===== src/hdl/srpm_pkg.sv =====
// shared types and constants for the sv39 region page mapper
// used by srpm_ctrl, srpm_dpath and the top level; no dependencies

package srpm_pkg;

    localparam int TABLE_FRAMES_DEF = 64;
    localparam int SLOT_W           = 9;
    localparam int SLOTS            = 512;
    localparam int PPN_W            = 44;
    localparam int VPN_W            = 27;
    localparam int CNT_W            = 21;
    localparam int PERM_W           = 10;
    localparam int PTE_W            = 64;
    localparam int IN_DATA_W        = 104;
    localparam int OUT_DATA_W       = 88;
    localparam int LFRAME_W         = 6;
    localparam int FIU_W            = 7;

    localparam logic [PPN_W-1:0] BASE_RESET = 44'd524288;

    typedef enum logic [1:0] {
        ST_OK          = 2'd0,
        ST_EXHAUSTED   = 2'd1,
        ST_OUT_OF_POOL = 2'd2
    } t_status;

    typedef enum logic [1:0] {
        LVL_ROOT = 2'd0,
        LVL_MID  = 2'd1,
        LVL_LEAF = 2'd2
    } t_lvl;

    typedef enum logic [3:0] {
        S_CLEAR,
        S_IDLE,
        S_START,
        S_RD1,
        S_CK1,
        S_ZERO1,
        S_RD2,
        S_CK2,
        S_ZERO2,
        S_RD3,
        S_WR3,
        S_DONE
    } t_state;

    // controller to datapath
    typedef struct packed {
        logic    zero_step;
        logic    load;
        logic    rd;
        t_lvl    lvl;
        logic    chk;
        logic    leaf_wr;
        logic    fail;
        t_status fail_code;
        logic    emit;
    } t_cmd;

    // datapath to controller
    typedef struct packed {
        logic ent_valid;
        logic out_of_pool;
        logic pool_full;
        logic zero_last;
        logic region_done;
    } t_stat;

    typedef struct packed {
        logic [FIU_W-1:0]    frames_in_use;
        logic [SLOT_W-1:0]   leaf_slot;
        logic [LFRAME_W-1:0] leaf_frame;
        logic [PTE_W-1:0]    last_leaf_entry;
        t_status             status;
    } t_result;

endpackage


===== src/hdl/srpm_ctrl.sv =====
// walk sequencer for the region page mapper
// depends on srpm_pkg for state, command and status types

module srpm_ctrl (
    input  logic            i_clk,
    input  logic            i_rst_n,
    input  logic            i_in_valid,
    input  logic            i_out_free,
    input  srpm_pkg::t_stat i_stat,
    output logic            o_in_ready,
    output srpm_pkg::t_cmd  o_cmd
);

    srpm_pkg::t_state r_state, n_state;

    always_ff @(posedge i_clk) begin
        if (!i_rst_n) begin
            r_state <= srpm_pkg::S_CLEAR;
        end else begin
            r_state <= n_state;
        end
    end

    always_comb begin
        n_state = r_state;
        case (r_state)
            srpm_pkg::S_CLEAR: begin
                if (i_stat.zero_last) n_state = srpm_pkg::S_IDLE;
            end
            srpm_pkg::S_IDLE: begin
                if (i_in_valid) n_state = srpm_pkg::S_START;
            end
            srpm_pkg::S_START: begin
                n_state = i_stat.region_done ? srpm_pkg::S_DONE : srpm_pkg::S_RD1;
            end
            srpm_pkg::S_RD1: n_state = srpm_pkg::S_CK1;
            srpm_pkg::S_CK1: begin
                if (i_stat.ent_valid) begin
                    n_state = i_stat.out_of_pool ? srpm_pkg::S_DONE : srpm_pkg::S_RD2;
                end else begin
                    n_state = i_stat.pool_full ? srpm_pkg::S_DONE : srpm_pkg::S_ZERO1;
                end
            end
            srpm_pkg::S_ZERO1: begin
                if (i_stat.zero_last) n_state = srpm_pkg::S_RD2;
            end
            srpm_pkg::S_RD2: n_state = srpm_pkg::S_CK2;
            srpm_pkg::S_CK2: begin
                if (i_stat.ent_valid) begin
                    n_state = i_stat.out_of_pool ? srpm_pkg::S_DONE : srpm_pkg::S_RD3;
                end else begin
                    n_state = i_stat.pool_full ? srpm_pkg::S_DONE : srpm_pkg::S_ZERO2;
                end
            end
            srpm_pkg::S_ZERO2: begin
                if (i_stat.zero_last) n_state = srpm_pkg::S_RD3;
            end
            srpm_pkg::S_RD3: n_state = srpm_pkg::S_WR3;
            srpm_pkg::S_WR3: n_state = srpm_pkg::S_START;
            srpm_pkg::S_DONE: begin
                if (i_out_free) n_state = srpm_pkg::S_IDLE;
            end
            default: n_state = srpm_pkg::S_CLEAR;
        endcase
    end

    always_comb begin
        o_cmd           = '0;
        o_cmd.lvl       = srpm_pkg::LVL_ROOT;
        o_cmd.fail_code = srpm_pkg::ST_OK;
        o_in_ready      = 1'b0;
        case (r_state)
            srpm_pkg::S_CLEAR, srpm_pkg::S_ZERO1, srpm_pkg::S_ZERO2: begin
                o_cmd.zero_step = 1'b1;
            end
            srpm_pkg::S_IDLE: begin
                o_in_ready = 1'b1;
                o_cmd.load = i_in_valid;
            end
            srpm_pkg::S_RD1: begin
                o_cmd.rd  = 1'b1;
                o_cmd.lvl = srpm_pkg::LVL_ROOT;
            end
            srpm_pkg::S_RD2: begin
                o_cmd.rd  = 1'b1;
                o_cmd.lvl = srpm_pkg::LVL_MID;
            end
            srpm_pkg::S_RD3: begin
                o_cmd.rd  = 1'b1;
                o_cmd.lvl = srpm_pkg::LVL_LEAF;
            end
            srpm_pkg::S_CK1, srpm_pkg::S_CK2: begin
                o_cmd.chk = 1'b1;
                if (i_stat.ent_valid && i_stat.out_of_pool) begin
                    o_cmd.fail      = 1'b1;
                    o_cmd.fail_code = srpm_pkg::ST_OUT_OF_POOL;
                end else if (!i_stat.ent_valid && i_stat.pool_full) begin
                    o_cmd.fail      = 1'b1;
                    o_cmd.fail_code = srpm_pkg::ST_EXHAUSTED;
                end
            end
            srpm_pkg::S_WR3: o_cmd.leaf_wr = 1'b1;
            srpm_pkg::S_DONE: o_cmd.emit = i_out_free;
            default: o_cmd.zero_step = 1'b0;
        endcase
    end

endmodule


===== config.mk =====
export PLATFORM = sky130hd
export DESIGN_NAME = srpm_ctrl
export DESIGN_NICKNAME = d
export VERILOG_FILES = /design/src/hdl/srpm_pkg.sv /design/src/hdl/srpm_ctrl.sv
export SDC_FILE = /design/constraint.sdc
export NUM_CORES = 1
export LEC_CHECK = 0
export BUFFER_PORTS_ARGS = -buffer_cell sky130_fd_sc_hd__buf_4
export CORE_AREA = 10 10 47 49
export DETAILED_ROUTE_END_ITERATION = 16
export DIE_AREA = 0 0 57 59
export MAX_ROUTING_LAYER = met4
export SLEW_MARGIN = 0
export SYNTH_ARGS = -nofsm -noshare
export SYNTH_HDL_FRONTEND = slang
export SYNTH_SLANG_ARGS = --single-unit

===== constraint.sdc =====
create_clock -name i_clk -period 1.4 [get_ports i_clk]
set_input_delay 0.07 -clock i_clk [delete_from_list [all_inputs] [get_ports i_clk]]
set_output_delay 0.07 -clock i_clk [all_outputs]
set_load 0.02 [all_outputs]

==> results.json <==
{
  "status": "finished clean",
  "cts_tree": "yes",
  "cap_violations": 0,
  "netlist_area_um2": 449,
  "die-height_um": 59,
  "post_drt_wl_per_cell_um": 14.8,
  "dp_hpwl_mm": 1.27,
  "setup_viol": 0,
  "diodes": 0,
  "cp_max_fo": 9,
  "grt_max_degree": 14,
  "synth_top_family_by_area": "simple AND/OR/NAND/NOR gates",
  "start_util": 0.321,
  "yosys.area.top_type": "dfxtp_1",
  "clock_power_share": 0.099,
  "grt_pass1_wl_mm": 2.67,
  "p_sw_frac": 0.444,
  "cts-hold-fix-buffers": 0,
  "syn_avg_cell_area_um2": 7.13,
  "die_x_um": 57,
  "synthTopCellsByArea": "dfxtp_1 18%, nand2_1 5.8%, a21oi_1 4.5%, nor4bb_1 4.5%, o21ai_0 4.5%",
  "fin_util": 0.581,
  "globalplace.congestion": 0.822,
  "drv_slew": 0,
  "synth_seq_cells": 4,
  "final_hold_viol_count": 0,
  "syn_inst": 63,
  "synthSimpleGateAreaFrac": 0.457,
  "powerDensity_nw_per_um2": 1770,
  "yosysSeqAreaShare": 0.178,
  "vias": 611,
  "yosysTopAreaCellShare": 0.178,
  "synthAdderAreaFrac": 0,
  "hold_class": "primary input to flip-flop",
  "core_um2": 1400,
  "synth_fp_nets": 72,
  "cts_resized": 8,
  "drt_iter0_drc": 6,
  "crit_type": "flip-flop to output port",
  "tightest_slew_ns": 0.292,
  "viasPerCell": 5.50,
  "die_area_um2": 3360,
  "max_freq_mhz": 722,
  "drtPass1Iterations": 5,
  "synth_compound_area_frac": 0.270,
  "track_usage": 0.0963,
  "arrival_ns": 1.31,
  "slew_headroom": 0.804,
  "preCtsSetupSlack_ns": -0.0566,
  "rows": 14,
  "cts_setup_buffers": 0,
  "grt_setup_unrepaired": "true",
  "p_sw_mw": 0.641,
  "clockBufferDepth": 2,
  "grt_pass1_vias": 612,
  "ios": 21,
  "p_leak_nw": 0.362,
  "io_buffer_count": 20,
  "cts_num_sinks": 4,
  "reg_top3": "r_state x4",
  "synthMuxAreaShare": 0.0223,
  "numCtsBuffers": 3,
  "synth_edf_count": 0,
  "htree_levels": 1,
  "drive_gt1_frac": 0.600,
  "fin_crit_sh": 0.989,
  "internal_power_mw": 0.801,
  "cts-root-buf": "clkbuf_4",
  "antenna_found_initial": 0,
  "worstSkewPairLatency_ns": 0.23,
  "synth_flop_cell": "dfxtp_1",
  "clk_pin_slew_ns": 0.04,
  "grt_use_met1": 0.102,
  "yosysUniqueCellTypes": 33,
  "nets": 106,
  "p_seq_frac": 0.204,
  "drc": 0,
  "postRouteAntennaNets": 0,
  "fin_worst_skew_ns": 0.00622,
  "synth.most_common_cell": "nand2_1",
  "grt-ovfl-total": 0,
  "synth_common_cells": "7 x nand2_1, 4 x a21oi_1, 4 x dfxtp_1, 4 x nor2_1, 4 x o21ai_0",
  "min_period_ns": 1.38,
  "irDropWorstVdd_mv": 0.653,
  "fillers": 137,
  "pwr-share-comb": 0.698,
  "area_growth_pct": 81.3,
  "worstPathRequired_ns": 1.33,
  "routed_wl_mm": 1.64,
  "setup_slack_ns": 0.0152,
  "use_met3": 0.0386,
  "largest_reg_flops": 4,
  "critPathLaunchType": "flip-flop",
  "busiest_layer": "met2",
  "top_register": "r_state",
  "use_met2": 0.167,
  "async_flop_share": 0,
  "synth-xor-area-share": 0.0195,
  "end_kind": "output port",
  "yosysWarnings": 0
}
==> worst paths after layout <==
path	to	start	slack, ns	cells after the start
worst max register to register	r_state[1]$_SDFFE_PN0P_	r_state[0]$_SDFFE_PN0P_	0.03	4
worst min-delay path	r_state[0]$_SDFFE_PN0P_	i_rst_n	0.12	3
worst min register to register	r_state[3]$_SDFFE_PN0P_	r_state[3]$_SDFFE_PN0P_	0.61	2
worst max-delay path	o_cmd[10]	r_state[0]$_SDFFE_PN0P_	0.02	4
==> power by group through the flow <==
stage	Combinational [mW]	Clock [mW]	Sequential [mW]
after floorplan	0.515	0	0.201
after global placement	0.869	0	0.248
after detailed placement	0.865	0	0.247
after CTS	0.893	0.149	0.267
after global routing	1.09	0.155	0.299
final	1.01	0.142	0.294
==> through the flow <==
| step | hold WS, ns | area (µm²) | total power, mW | setup TNS [ns] | instances |
|---|---|---|---|---|---|
| floorplan | 0.191 | 462 | 0.716 | 0 | 63 |
| global placement | 0.375 | 713 | 1.12 | -0.0731 | 108 |
| detailed placement | 0.368 | 713 | 1.11 | -0.0615 | 108 |
| CTS | 0.111 | 757 | 1.31 | 0 | 111 |
| global route | 0.124 | 815 | 1.55 | -0.0945 | 111 |
| finish | 0.124 | 815 | 1.44 | 0 | 111 |
==> metal layers <==
| layer | vias to the layer above | wire, µm |
|---|---|---|
| li1 | 302 | - |
| met2 | 25 | 817 |
| met3 | 2 | 134 |
| met4 | 0 | 20 |
| met1 | 282 | 672 |
| met5 | - | 0 |
==> cell type report <==
| type | instances | area, µm² | area share |
|---|---|---|---|
| inverter | 2 | 7.51 | 0.00922 |
| clock buffer | 3 | 22.5 | 0.0276 |
| sequential | 4 | 92.6 | 0.114 |
| tap | 16 | 20.0 | 0.0246 |
| timing repair buffer | 33 | 255 | 0.313 |
| multi-input combinational | 53 | 417 | 0.512 |
==> cells by family after synthesis <==
kind of cell	after synthesis
AO/OA/AOI/OAI	17
AND/OR/NAND/NOR	34
buffers and inverters	6
flip-flops	4
XOR/XNOR	1
multiplexers	1
==> cell usage in the layout, fill, tap and decap left out, types with 2 or more instances in the layout <==
master	instances
a21oi_1	2
or3_1	2
dfxtp_4	3
buf_6	2
nand2_1	6
nor2_1	3
clkbuf_4	3
a21oi_2	2
nand2b_4	2
o31ai_1	2
nand3b_1	2
o21ai_0	4
buf_4	31
nor4bb_1	2
==> critical path, stage by stage, from the launching register on <==
cell	delay, ns
dfxtp_4	0.37
or3_4	0.41
buf_6	0.13
nand2_2	0.06
buf_6	0.11
No activity file was read; power rests on OpenSTA's default activity.
